File: config.mk
export PLATFORM = sky130hd
export DESIGN_NAME = binary_xnor_popcount_dot
export DESIGN_NICKNAME = d
export VERILOG_FILES = /design/src/sv/bxp_pkg.sv /design/src/sv/binary_xnor_popcount_dot.sv /design/src/sv/bxp_front.sv /design/src/sv/bxp_fifo.sv /design/src/sv/bxp_back.sv
export SDC_FILE = /design/constraint.sdc
export NUM_CORES = 1
export LEC_CHECK = 0
export ABC_CLOCK_PERIOD_IN_PS = 4820
export BUFFER_PORTS_ARGS = -buffer_cell sky130_fd_sc_hd__buf_2
export CORE_MARGIN = 2
export CORE_UTILIZATION = 60
export CTS_CLUSTER_SIZE = 28
export DETAILED_ROUTE_END_ITERATION = 6
export PLACE_DENSITY = 0.82
export REMOVE_ABC_BUFFERS = 1
export SLEW_MARGIN = 20
export SYNTH_ARGS = -nofsm -noshare
export SYNTH_HDL_FRONTEND = slang
export SYNTH_HIERARCHICAL = 1
export SYNTH_SLANG_ARGS = --single-unit
File: constraint.sdc
create_clock -name clk_i -period 4.82 [get_ports clk_i]
set_input_delay 0.723 -clock clk_i [delete_from_list [all_inputs] [get_ports clk_i]]
set_output_delay 0.723 -clock clk_i [all_outputs]
set_load 0.1 [all_outputs]
File: src/sv/bxp_pkg.sv
package bxp_pkg;

  localparam int unsigned WordW      = 32;
  localparam int unsigned PopW       = 6;
  localparam int unsigned DotW       = 17;
  localparam int unsigned MaxWordsDef = 1024;
  localparam int unsigned QueueDepth = 2;

  typedef struct packed {
    logic [WordW-1:0] a_word;
    logic [WordW-1:0] b_word;
    logic             last_word;
  } in_item_t;

  typedef struct packed {
    logic signed [DotW-1:0] dot_product;
    logic                   overflow;
  } out_item_t;

  // One classified word on its way from the front to the accumulator.
  typedef struct packed {
    logic [PopW-1:0] mismatches;
    logic            last_word;
  } work_t;

  // Bit count of a 32-bit word as an adder tree: pairs, nibbles, bytes, then a sum of bytes.
  function automatic logic [PopW-1:0] popcount32(input logic [WordW-1:0] v);
    logic [31:0] s2;
    logic [31:0] s4;
    logic [31:0] s8;
    logic [PopW-1:0] lo;
    logic [PopW-1:0] hi;
    s2 = v - ((v >> 1) & 32'h5555_5555);
    s4 = (s2 & 32'h3333_3333) + ((s2 >> 2) & 32'h3333_3333);
    s8 = (s4 + (s4 >> 4)) & 32'h0F0F_0F0F;
    lo = PopW'(s8[7:0]) + PopW'(s8[15:8]);
    hi = PopW'(s8[23:16]) + PopW'(s8[31:24]);
    return lo + hi;
  endfunction

endpackage

File: src/sv/binary_xnor_popcount_dot.sv
// Channel | Handshake                  | Payload
// --------+----------------------------+--------------------------------------
// input   | in_valid_i / in_ready_o    | in_item_i  (a_word, b_word, last_word)
// output  | out_valid_o / out_ready_i  | out_item_o (dot_product, overflow)
//
// One word can be taken every cycle while the queue has room; its popcount is formed as it enters the queue.
// The back end accumulates each word as it leaves the queue; a last word loads the registered
// result and raises out_valid_o, and the result stays until out_ready_i takes it.
// Reset clears the queue, the accumulators and the output valid; no clearing pass.
// A stalled output blocks only last words; the two-entry queue absorbs the rest.
module binary_xnor_popcount_dot #(
  parameter int unsigned MaxWords = bxp_pkg::MaxWordsDef
) (
  input  logic               clk_i,
  input  logic               rst_ni,
  input  logic               in_valid_i,
  output logic               in_ready_o,
  input  bxp_pkg::in_item_t  in_item_i,
  output logic               out_valid_o,
  input  logic               out_ready_i,
  output bxp_pkg::out_item_t out_item_o
);

  logic           push_valid, push_ready;
  bxp_pkg::work_t push_item;
  logic           pop_valid, pop_ready;
  bxp_pkg::work_t pop_item;

  bxp_front u_front (
    .in_valid_i   (in_valid_i),
    .in_ready_o   (in_ready_o),
    .in_item_i    (in_item_i),
    .push_valid_o (push_valid),
    .push_ready_i (push_ready),
    .push_item_o  (push_item)
  );

  bxp_fifo u_fifo (
    .clk_i        (clk_i),
    .rst_ni       (rst_ni),
    .push_valid_i (push_valid),
    .push_ready_o (push_ready),
    .push_item_i  (push_item),
    .pop_valid_o  (pop_valid),
    .pop_ready_i  (pop_ready),
    .pop_item_o   (pop_item)
  );

  bxp_back #(
    .MaxWords (MaxWords)
  ) u_back (
    .clk_i       (clk_i),
    .rst_ni      (rst_ni),
    .pop_valid_i (pop_valid),
    .pop_ready_o (pop_ready),
    .pop_item_i  (pop_item),
    .out_valid_o (out_valid_o),
    .out_ready_i (out_ready_i),
    .out_item_o  (out_item_o)
  );

endmodule

File: src/sv/bxp_front.sv
module bxp_front (
  input  logic              in_valid_i,
  output logic              in_ready_o,
  input  bxp_pkg::in_item_t in_item_i,
  output logic              push_valid_o,
  input  logic              push_ready_i,
  output bxp_pkg::work_t    push_item_o
);

  assign in_ready_o   = push_ready_i;
  assign push_valid_o = in_valid_i;

  always_comb begin
    push_item_o.mismatches = bxp_pkg::popcount32(in_item_i.a_word ^ in_item_i.b_word);
    push_item_o.last_word  = in_item_i.last_word;
  end

endmodule

File: src/sv/bxp_fifo.sv
module bxp_fifo (
  input  logic           clk_i,
  input  logic           rst_ni,
  input  logic           push_valid_i,
  output logic           push_ready_o,
  input  bxp_pkg::work_t push_item_i,
  output logic           pop_valid_o,
  input  logic           pop_ready_i,
  output bxp_pkg::work_t pop_item_o
);

  localparam int unsigned Depth = bxp_pkg::QueueDepth;
  localparam int unsigned PtrW  = (Depth > 1) ? $clog2(Depth) : 1;
  localparam int unsigned CntW  = $clog2(Depth + 1);

  bxp_pkg::work_t mem_q [Depth];
  logic [PtrW-1:0] wr_ptr_q, wr_ptr_d;
  logic [PtrW-1:0] rd_ptr_q, rd_ptr_d;
  logic [CntW-1:0] count_q, count_d;
  logic push, pop;

  assign push_ready_o = (count_q != CntW'(Depth));
  assign pop_valid_o  = (count_q != '0);
  assign pop_item_o   = mem_q[rd_ptr_q];
  assign push         = push_valid_i && push_ready_o;
  assign pop          = pop_valid_o && pop_ready_i;

  always_comb begin
    wr_ptr_d = wr_ptr_q;
    rd_ptr_d = rd_ptr_q;
    count_d  = count_q;
    if (push) begin
      wr_ptr_d = (wr_ptr_q == PtrW'(Depth - 1)) ? '0 : wr_ptr_q + 1'b1;
    end
    if (pop) begin
      rd_ptr_d = (rd_ptr_q == PtrW'(Depth - 1)) ? '0 : rd_ptr_q + 1'b1;
    end
    if (push && !pop) begin
      count_d = count_q + 1'b1;
    end else if (pop && !push) begin
      count_d = count_q - 1'b1;
    end
  end

  always_ff @(posedge clk_i or negedge rst_ni) begin
    if (!rst_ni) begin
      wr_ptr_q <= '0;
      rd_ptr_q <= '0;
      count_q  <= '0;
    end else begin
      wr_ptr_q <= wr_ptr_d;
      rd_ptr_q <= rd_ptr_d;
      count_q  <= count_d;
    end
  end

  always_ff @(posedge clk_i) begin
    if (push) begin
      mem_q[wr_ptr_q] <= push_item_i;
    end
  end

  assert property (@(posedge clk_i) disable iff (!rst_ni) count_q <= CntW'(Depth))
    else $error("queue count exceeds depth");

  assert property (@(posedge clk_i) disable iff (!rst_ni)
    (push && !pop) |=> (count_q == $past(count_q) + 1'b1))
    else $error("queue count did not grow on a lone push");

  assert property (@(posedge clk_i) disable iff (!rst_ni)
    (count_q == '0) |-> (wr_ptr_q == rd_ptr_q))
    else $error("empty queue with mismatched pointers");

endmodule

File: src/sv/bxp_back.sv
module bxp_back #(
  parameter int unsigned MaxWords = bxp_pkg::MaxWordsDef
) (
  input  logic               clk_i,
  input  logic               rst_ni,
  input  logic               pop_valid_i,
  output logic               pop_ready_o,
  input  bxp_pkg::work_t     pop_item_i,
  output logic               out_valid_o,
  input  logic               out_ready_i,
  output bxp_pkg::out_item_t out_item_o
);

  localparam int unsigned WcW  = $clog2(MaxWords + 1);
  localparam int unsigned MtW  = $clog2(MaxWords * 32 + 1);
  localparam int unsigned DotW = bxp_pkg::DotW;

  logic [WcW-1:0] wc_q, wc_d, wc_upd;
  logic [MtW-1:0] mt_q, mt_d, mt_upd;
  logic           ovf_q, ovf_d, ovf_upd;
  logic           out_valid_q, out_valid_d;
  bxp_pkg::out_item_t out_q, out_d;
  logic           at_max;
  logic           take;
  logic [DotW-1:0] dot;

  assign at_max = (wc_q == WcW'(MaxWords));
  // A last word needs a free output slot; other words never wait.
  assign pop_ready_o = !pop_item_i.last_word || !out_valid_q || out_ready_i;
  assign take        = pop_valid_i && pop_ready_o;

  assign wc_upd  = at_max ? wc_q : wc_q + 1'b1;
  assign mt_upd  = at_max ? mt_q : mt_q + MtW'(pop_item_i.mismatches);
  assign ovf_upd = ovf_q | at_max;
  assign dot     = (DotW'(wc_upd) << 5) - (DotW'(mt_upd) << 1);

  always_comb begin
    wc_d        = wc_q;
    mt_d        = mt_q;
    ovf_d       = ovf_q;
    out_valid_d = out_valid_q && !out_ready_i;
    out_d       = out_q;
    if (take) begin
      if (pop_item_i.last_word) begin
        wc_d              = '0;
        mt_d              = '0;
        ovf_d             = 1'b0;
        out_valid_d       = 1'b1;
        out_d.dot_product = $signed(dot);
        out_d.overflow    = ovf_upd;
      end else begin
        wc_d  = wc_upd;
        mt_d  = mt_upd;
        ovf_d = ovf_upd;
      end
    end
  end

  always_ff @(posedge clk_i or negedge rst_ni) begin
    if (!rst_ni) begin
      wc_q        <= '0;
      mt_q        <= '0;
      ovf_q       <= 1'b0;
      out_valid_q <= 1'b0;
    end else begin
      wc_q        <= wc_d;
      mt_q        <= mt_d;
      ovf_q       <= ovf_d;
      out_valid_q <= out_valid_d;
    end
  end

  always_ff @(posedge clk_i) begin
    out_q <= out_d;
  end

  assign out_valid_o = out_valid_q;
  assign out_item_o  = out_q;

  assert property (@(posedge clk_i) disable iff (!rst_ni) wc_q <= WcW'(MaxWords))
    else $error("word count passed its limit");

  assert property (@(posedge clk_i) disable iff (!rst_ni) ovf_q |-> at_max)
    else $error("overflow flagged below the word limit");

  assert property (@(posedge clk_i) disable iff (!rst_ni)
    (take && pop_item_i.last_word) |=> (wc_q == '0 && mt_q == '0 && out_valid_q))
    else $error("last word did not clear state and post a result");

  assert property (@(posedge clk_i) disable iff (!rst_ni)
    mt_q <= MtW'(32) * MtW'(wc_q))
    else $error("mismatch total exceeds the counted bits");

endmodule
After elaboration in Yosys (flattened, before gate mapping)
Memories as Yosys holds them, arrays and structs flattened. Cells that the tools add are included.

Memories kept: 1. Word-level logic and storage cells: 55. Flip-flop bits (word level): 51. Bits in writable memories: 14. Output and inout bits: 20. Input port bits: 69.

$add $sub $neg: 13. Bitwise operators: 2. Eq/ne operators: 2. Mux-type cells: 13. Reduce and logical (&&, ||, !) cells: 15.

Memories: u_fifo.mem_q (depth 2, width 7, read ports 1, clocked after memory_dff 0, write ports 1, RTL line bxp_fifo.sv:16) `bxp_pkg::work_t mem_q [Depth];`.

Operator list (count): $mux W16 (2); $sub A32 B31 Y32 (1); $xor A32 B32 Y32 (1); $add A30 B30 Y31 (1); $add A28 B27 Y28 (1); $mux W11 (2); $sub A16 B17 Y17 (1); $add A16 B6 Y16 (1); $add A11 B1 Y11 const B (1); $eq A11 B11 Y1 const B (1); $add A4 B4 Y5 (2); $mux W1 (7); $add A5 B5 Y6 (1); $logic_and A1 B1 Y1 (5); $logic_not A1 Y1 (5); $mux W2 (2); $reduce_bool A2 Y1 (2); $add A1 B1 Y1 const B (2); $add A2 B1 Y2 const B (1); $logic_or A1 B1 Y1 (2); $ne A2 B2 Y1 const B (1); $reduce_and A2 Y1 (1); $sub A2 B1 Y2 const B (1); $or A1 B1 Y1 (1).

Longest topological paths before layout
Gate-level depths: netlist of the first run. An unclocked memory read counts as a cell.

Depth in word-level cells: 8. Gate-level depth with buffers: 23. Depth with buffers taken out: 23.

By module
Netlist of the first run, hierarchy kept.

By module, submodules not included: bxp_back (cells an instance 334, sequential area each 1236.2 sq um, times used 1, area each 3214.3 sq um); bxp_front (cells an instance 387, sequential area each 0.0 sq um, times used 1, area each 3075.4 sq um); bxp_fifo (cells an instance 40, sequential area each 520.5 sq um, times used 1, area each 715.7 sq um).

Worst setup path before layout of the first run
Ideal clock, no wire load.

Path type: input -> register. Start point: in in_item_i[10] in the netlist's numbering. End point: mem u_fifo/mem_q[0][6] in the netlist's numbering (data pin). Slack: -0.797 ns. Library setup time: 0.261 ns. Cell stages on the path: 19. Arrival: 5.356 ns. Cells stage by stage: xor2_1 -> inv_1 -> ha_1 -> a211oi_1 -> o21ai_0 -> a311o_1 -> nor2_2 -> o221ai_1 -> xnor2_1 -> fa_1 -> fa_1 -> inv_1 -> fa_1 -> ha_1 -> a21o_1 -> a21oi_1 -> nor2b_1 -> o21ai_0 -> nand2b_1.

RTL lines: start: declaration (RTL line binary_xnor_popcount_dot.sv:18) `input bxp_pkg::in_item_t in_item_i,`; end: declaration (RTL line bxp_fifo.sv:16).

==> flow_summary.ini, run 1 <==
[synth]
netlist_area_um2 = 7005
async_reset_ff_share_pct = 51.56
synth-edff-count = 31
yosys_most_used_dff = dfrtp_1
syn_avg_cell_area_um2 = 9.206
synth_cell_types = 73
synth_cells = 761
ys_ff_latch = 64
yosysTopAreaCell = ha_1
synth.area.top_cells = ha_1 17%, edfxtp_1 13%, dfrtp_1 12%
ys_seq_area_share_pct = 25.08
yosysTopAreaCellShare_pct = 16.97
ys.warnings.count = 6

[floorplanning]
start_util_pct = 61.35
row_count = 39
die_x_um = 112.1
dieArea_um2 = 12560
core-area_um2 = 11420
die_y_um = 112.1
pin_count = 89

[placement]
dpl.hpwl_um = 13580
dp_cells = 1075
gp_congestion = 0.9231
io_buffers = 87

[sta]
fin_ws_ns = -0.7853
rsz0062_at_grt = true
slew-limit-headroom_pct = 36.95
setup_viol = 10
worst_pin_slew_ns = 0.9458
slew_viol_final = 0
skew_ns = 0.009871
fin_crit_sh_pct = 116.3
clock.fmax_mhz = 178.4
hold_viol = 0
finalWorstPathRequiredPeriod_ns = 5.605

[critical_path]
endpoint = u_fifo/mem_q[0][6]$_DFFE_PP_
reg2reg_slack_ns = 0.39
worst_path_max_delay_cell = fa_2
r2r_start = u_fifo/rd_ptr_q$_DFFE_PN0P_
critPathMaxFanout = 5
critPathMaxStageDelay_ns = 0.62
crit_path_start_kind = input port
crit_buf_inv = 7
r2r-end = u_back/out_item_o[15]$_DFFE_PP_
r2r_cells = 16
crit_chain = buf_6 > xor2_4 > inv_4 > buf_6 > ha_4 > buf_4 > inv_1 > a221o_1 > buf_4 > o31ai_1 > a21oi_1 > xnor2_1 > fa_1 > inv_1 > fa_2 > fa_2 > ha_4 > a21o_1 > a21oi_2 > nor2b_1 > o21ai_1 > nand2b_1
cp_top_family = adder cells
critical_path_class = input port to flip-flop
cp.depth = 22
crit_arrival_ns = 5.69
endpoint_kind = flip-flop
startpoint = in_item_i[8]
required_ns = 4.91

[outcome]
violations = negative setup slack
status = complete, but fails checks

[cts]
cts_sinks = 64
ctsHtreeMaxLevel = 3
cts_buffer_depth = 2
cts_made_buffers = 9
cts_root_buf = clkbuf_16
clock_latency_ns = 0.34
path_clk_slew_ns = 0.06
tritoncts = done

[finish]
n_antenna_cell = 0
syn_to_final_growth_pct = 38.15
final_cells = 1124
nets = 1156
drive_gt1_share_pct = 38.33

[grt]
antenna_found_initial = 0
grt_pass1_vias = 6824
track_usage_pct = 30.75
grt-ovfl-total = 0
grt_start_max_net_pins = 34
grt_pass1_wl_um = 31320

[route]
drtIter0Drc = 788
wl_um = 24860
num_vias = 7211
ant_nets = 0
drc_errors = 0
via_per_inst = 6.415
first_pass_iters = 5
wl_per_cell_um = 22.12

[flow_run]
maxCapViolCount = 0

[worst_hold_path]
hold_path_class = input port to asynchronous set/reset pin
-- placed cells by master (no fill, tap or decap), types with 17 or more instances in the layout --
| cell | Yosys | final |
|---|---|---|
| a21o_1 | 23 | 23 |
| a21oi_1 | 33 | 27 |
| buf_2 | 2 | 73 |
| buf_4 | 4 | 123 |
| buf_6 | 1 | 27 |
| dfrtp_1 | 33 | 33 |
| edfxtp_1 | 31 | 31 |
| ha_1 | 95 | 73 |
| inv_1 | 73 | 58 |
| nand2_1 | 55 | 53 |
| nand3_1 | 19 | 17 |
| nor2_1 | 35 | 33 |
| o21ai_0 | 39 | 30 |
| xnor2_1 | 66 | 54 |
| xor2_1 | 46 | 31 |
-- logic make-up after synthesis --
family	synth area share, %
compound gates	17.75
other cells	0.05353
flops	25.08
fa+ha+maj	21.54
buf+inv	5.411
xor+xnor	14.23
simple gates	13.79
mux	2.143
-- metal layers --
layer	up-vias	track usage [%]	wire length [µm]
li1	3092	-	-
met1	3352	34.22	8235
met2	565	57.37	12210
met3	202	5.346	2138
met4	0	13.74	2275
met5	-	0	0
-- cell type report --
class                   instances  area [µm²]
multi-input cells             603        5582
well taps                     143       178.9
clock buffers                   9       225.2
fillers                       558        1740
clock inverters                 7       47.55
inverters                      74       280.3
repair buffers                224        1608
flip-flops and latches         64        1757
-- worst register-to-register path, stage by stage, from the launching register on --
cell      delay (ns)
dfrtp_1         0.46
mux2_2          0.38
ha_1            0.23
fa_1            0.41
a21o_1          0.19
a21oi_1         0.23
o21ai_1         0.13
and2_1          0.25
nand2_1         0.13
xor2_1          0.24
ha_1            0.35
nand2_1         0.11
o211ai_1        0.12
a21o_1          0.23
a2111o_1        0.42
o221ai_1        0.21
xnor2_1         0.09
-- cells in the mapped netlist, types with 3 or more instances --
| cell type | number |
|---|---|
| clkbuf_1 | 12 |
| o21ai_0 | 39 |
| or2_2 | 3 |
| nor2_1 | 35 |
| nand3b_1 | 3 |
| xnor2_1 | 66 |
| ha_1 | 95 |
| nand3_1 | 19 |
| xor2_1 | 46 |
| a21o_1 | 23 |
| nand2_1 | 55 |
| a21oi_1 | 33 |
| nand2b_1 | 8 |
| a21boi_0 | 5 |
| o21a_1 | 4 |
| nand4_1 | 6 |
| fa_1 | 16 |
| and3_1 | 15 |
| a211oi_1 | 6 |
| o31ai_1 | 12 |
| and2_1 | 7 |
| a31oi_1 | 11 |
| nor3_1 | 9 |
| a22o_1 | 9 |
| dfrtp_1 | 33 |
| buf_4 | 4 |
| inv_1 | 73 |
| or3_1 | 3 |
| mux2_2 | 8 |
| mux2i_1 | 6 |
| nor2b_1 | 8 |
| o211ai_1 | 7 |
| o221ai_1 | 3 |
| a211o_1 | 3 |
| edfxtp_1 | 31 |
-- stage by stage --
stage	util (%)	setup WS (ns)	setup TNS, ns	hold slack [ns]	cell area (µm²)
after global routing	84.76	-0.9313	-7.095	0.5024	9678
after floorplan	-	-0.7973	-6.161	0.4274	6904
after CTS	80.58	-0.3512	-2.198	0.4807	9201
final	84.76	-0.7853	-6.283	0.4550	9678
after global placement	72.68	-0.9300	-7.929	0.4653	8299
after detailed placement	72.68	-1.054	-8.911	0.4716	8299
-- worst min path at each step --
stage                                    endpoint  depth (start not counted)  slack [ns]
global placement       u_back/mt_q[6]$_DFFE_PN0P_                          1        0.47
global route           u_back/mt_q[6]$_DFFE_PN0P_                          1        0.50
CTS                 u_fifo/count_q[1]$_DFFE_PN0P_                          1        0.48
finish                u_back/mt_q[12]$_DFFE_PN0P_                          1        0.45
detailed placement     u_back/mt_q[6]$_DFFE_PN0P_                          1        0.47
floorplan              u_back/mt_q[0]$_DFFE_PN0P_                          0        0.43
-- state kept, by name, summed over array words and instances (netlist names) --
register / cells
u_back/out_item_o: 17
u_back/mt_q: 16
u_fifo/mem_q: 14
u_back/wc_q: 11
u_fifo/count_q: 2
u_back/out_valid_o: 1
u_back/ovf_q: 1
u_fifo/rd_ptr_q: 1
u_fifo/wr_ptr_q: 1
-- what timing repair did --
item,4_1_cts,5_1_grt
hold buffers,0,0
pin swaps,63,76
setup buffers,21,13
gates resized for setup,100,79
cloned,0,0
setup endpoints to repair,10,10
Power of run 1 is not shown: default switching activity piles up to over one toggle a cycle in this logic, so the estimate is an artifact.
==> inputs of run 2 (changes only) <==
SKIP_LAST_GASP = 1   (was not set)
SYNTH_HIERARCHICAL = not set   (was 1)
==> run 2 against run 1 <==
  * The run still ends with negative setup slack left
  * Clock-buffer cell count increased by 2
  * Critical path depth increased by 1
  * Sequential share of layout area increased by 1.7 points
  * Register-to-register slack about the same
  * Synthesized cell count decreased by 4.3%
  * First-iteration DRC count decreased by 32%
  * Design area decreased by 8.8%
  * Maximum frequency decreased by 12%
  * Routed wire length decreased by 6.6%
  * Cell count decreased by 3.8%
  * Critical path type unchanged
  * Critical endpoint is now u_fifo.mem_q[0][6]$_DFFE_PP_
  * Largest cell class unchanged
  * Highest routed layer is now met5
==> flow_summary.ini, run 2 <==
[outcome]
status = complete, but fails checks
violations = negative setup slack

[floorplanning]
die_y_um = 110.1
dieArea_um2 = 12120
pin_count = 89
start_util_pct = 62.03
die_x_um = 110.1
core-area_um2 = 10890
row_count = 38

[synth]
yosysTopAreaCell = ha_1
ys_ff_latch = 64
synth_most_common_cell = inv_1
ys.warnings.count = 0
netlist_area_um2 = 6754
synth_common_cells = 95 x inv_1, 87 x ha_1, 65 x xnor2_1, 50 x nand2_1, 41 x o21ai_0
synth-edff-count = 31
syn_avg_cell_area_um2 = 9.277
yosysTopAreaCellShare_pct = 16.12
yosys_most_used_dff = dfrtp_1
async_reset_ff_share_pct = 51.56
ys_seq_area_share_pct = 26.01
synth_cell_types = 72
synth_cells = 728
synth.area.top_cells = ha_1 16%, edfxtp_1 14%, dfrtp_1 12%

[finish]
drive_gt1_share_pct = 33.26
nets = 1113
n_antenna_cell = 0
final_cell_mix = 122 x buf_4, 84 x buf_2, 83 x inv_1, 74 x ha_1, 58 x xnor2_1
final_util_pct = 81.10
regArea_um2 = 1757
layout_commonest_cell = buf_4
multi_input_comb_area_um2 = 4966
n_fill_cell = 591
largest_reg_flops = 17
design_area_um2 = 8830
syn_to_final_growth_pct = 30.73

[sta]
fin_ws_ns = -1.520
hold_viol = 0
slew_viol_final = 0
tns_ns = -13.28
fin_crit_sh_pct = 131.5
slew-limit-headroom_pct = 35.54
finalWorstPathRequiredPeriod_ns = 6.340
rsz0062_at_grt = true
fin_hold_ws_ns = 0.4431
setup_viol = 10
worst_pin_slew_ns = 0.9568
clock.fmax_mhz = 157.7
skew_ns = 0.009515

[grt]
track_usage_pct = 33.05
antenna_found_initial = 1
grt-ovfl-total = 0
grt_start_max_net_pins = 34
grt_pass1_vias = 6635
grt_pass1_wl_um = 30800

[route]
first_pass_iters = 5
wl_um = 23220
ant_nets = 0
via_per_inst = 6.183
drtIter0Drc = 537
drc_errors = 0
num_vias = 6684
wl_per_cell_um = 21.48

[placement]
gp_congestion = 0.8628
io_buffers = 87
place_area_um2 = 8051
dpl.hpwl_um = 12500

[critical_path]
endpoint_kind = flip-flop
crit_path_start_kind = input port
r2r_cells = 16
crit_arrival_ns = 6.46
critical_path_class = input port to flip-flop
required_ns = 4.94
critPathMaxFanout = 3

[flow_run]
maxCapViolCount = 0

[cts]
path_clk_slew_ns = 0.07
ctsHtreeMaxLevel = 3
cts_made_buffers = 9
cts_root_buf = clkbuf_8
cts_sinks = 64
clock_latency_ns = 0.36
tritoncts = done
cts_buffer_depth = 2

[worst_hold_path]
hold_path_class = input port to asynchronous set/reset pin
[run 2: what timing repair did]
action                     4_1_cts  5_1_grt
hold endpoints to repair         0        0
pin swaps                       44       24
buffers inserted                18        5
resized for setup               65       30
setup endpoints to repair       10       10
hold buffers                     0        0
[run 2: metrics by stage]
stage          worst slack [ns]  instances
3_3_place_gp             -1.153       1042
3_5_place_dp             -1.422       1042
2_1_floorplan            -1.085        714
4_1_cts                 -0.6621       1076
5_1_grt                  -1.645       1081
6_report                 -1.520       1081
[run 2: cells by family (layout without fill, tap and decap cells)]
| logic type | count (synthesis) | after routing | synth area share (%) |
|---|---|---|---|
| adder cells (fa/ha/maj) | 108 | 108 | 22.34 |
| AND/OR/NAND/NOR | 160 | 160 | 12.17 |
| XOR/XNOR | 105 | 105 | 13.62 |
| AO/OA/AOI/OAI | 167 | 167 | 16.91 |
| buffers and inverters | 109 | 322 | 6.428 |
| other | 1 | 1 | 0.05552 |
| flip-flops | 64 | 64 | 26.01 |
| multiplexers | 14 | 14 | 2.464 |
[run 2: worst paths after layout]
check,from,endpoint,slack [ns]
worst min register to register,u_back.ovf_q$_DFFE_PN0P_,u_back.ovf_q$_DFFE_PN0P_,0.53
min in group clk_i,u_back.ovf_q$_DFFE_PN0P_,u_back.ovf_q$_DFFE_PN0P_,0.53
max in group asynchronous,rst_ni,u_back.mt_q[1]$_DFFE_PN0P_,3.86
worst max register to register,u_fifo.rd_ptr_q$_DFFE_PN0P_,u_back.out_item_o[17]$_DFFE_PP_,0.39
worst min-delay path,rst_ni,u_back.wc_q[10]$_DFFE_PN0P_,0.44
worst max-delay path,in_item_i[48],u_fifo.mem_q[0][6]$_DFFE_PP_,-1.52
[run 2: final cells by class]
| type | instances | share of cell area, % |
|---|---|---|
| clock buffers | 11 | 1.488 |
| clock inverters | 5 | 0.5385 |
| inverters | 95 | 4.039 |
| multi-input cells | 555 | 56.24 |
| flip-flops and latches | 64 | 19.90 |
| well taps | 140 | 1.984 |
| repair buffers | 211 | 15.81 |
[run 2: worst max-delay path: stages]
cell	delay, ns
buf_2	0.10
xor2_1	0.19
inv_1	0.11
buf_4	0.15
buf_4	0.13
ha_1	0.20
a211oi_1	0.76
o21ai_0	0.26
a21o_1	0.28
o21bai_1	0.21
xnor2_1	0.18
fa_1	0.57
inv_2	0.05
buf_4	0.12
ha_1	0.33
a21o_1	0.22
a21oi_2	0.16
fa_1	0.47
fa_1	0.55
inv_1	0.07
ha_4	0.26
a21o_1	0.18
a21o_1	0.16
[run 2: layer usage]
| metal | part of all wire [%] | vias up | GRT usage (%) |
|---|---|---|---|
| met1 | 32 | 3104 | 34.56 |
| met4 | 12 | 2 | 23.84 |
| li1 | - | 2921 | - |
| met5 | 0.056 | - | 0 |
| met2 | 46 | 452 | 60.39 |
| met3 | 10 | 205 | 4.409 |
Power of run 2 is left out for the same reason.
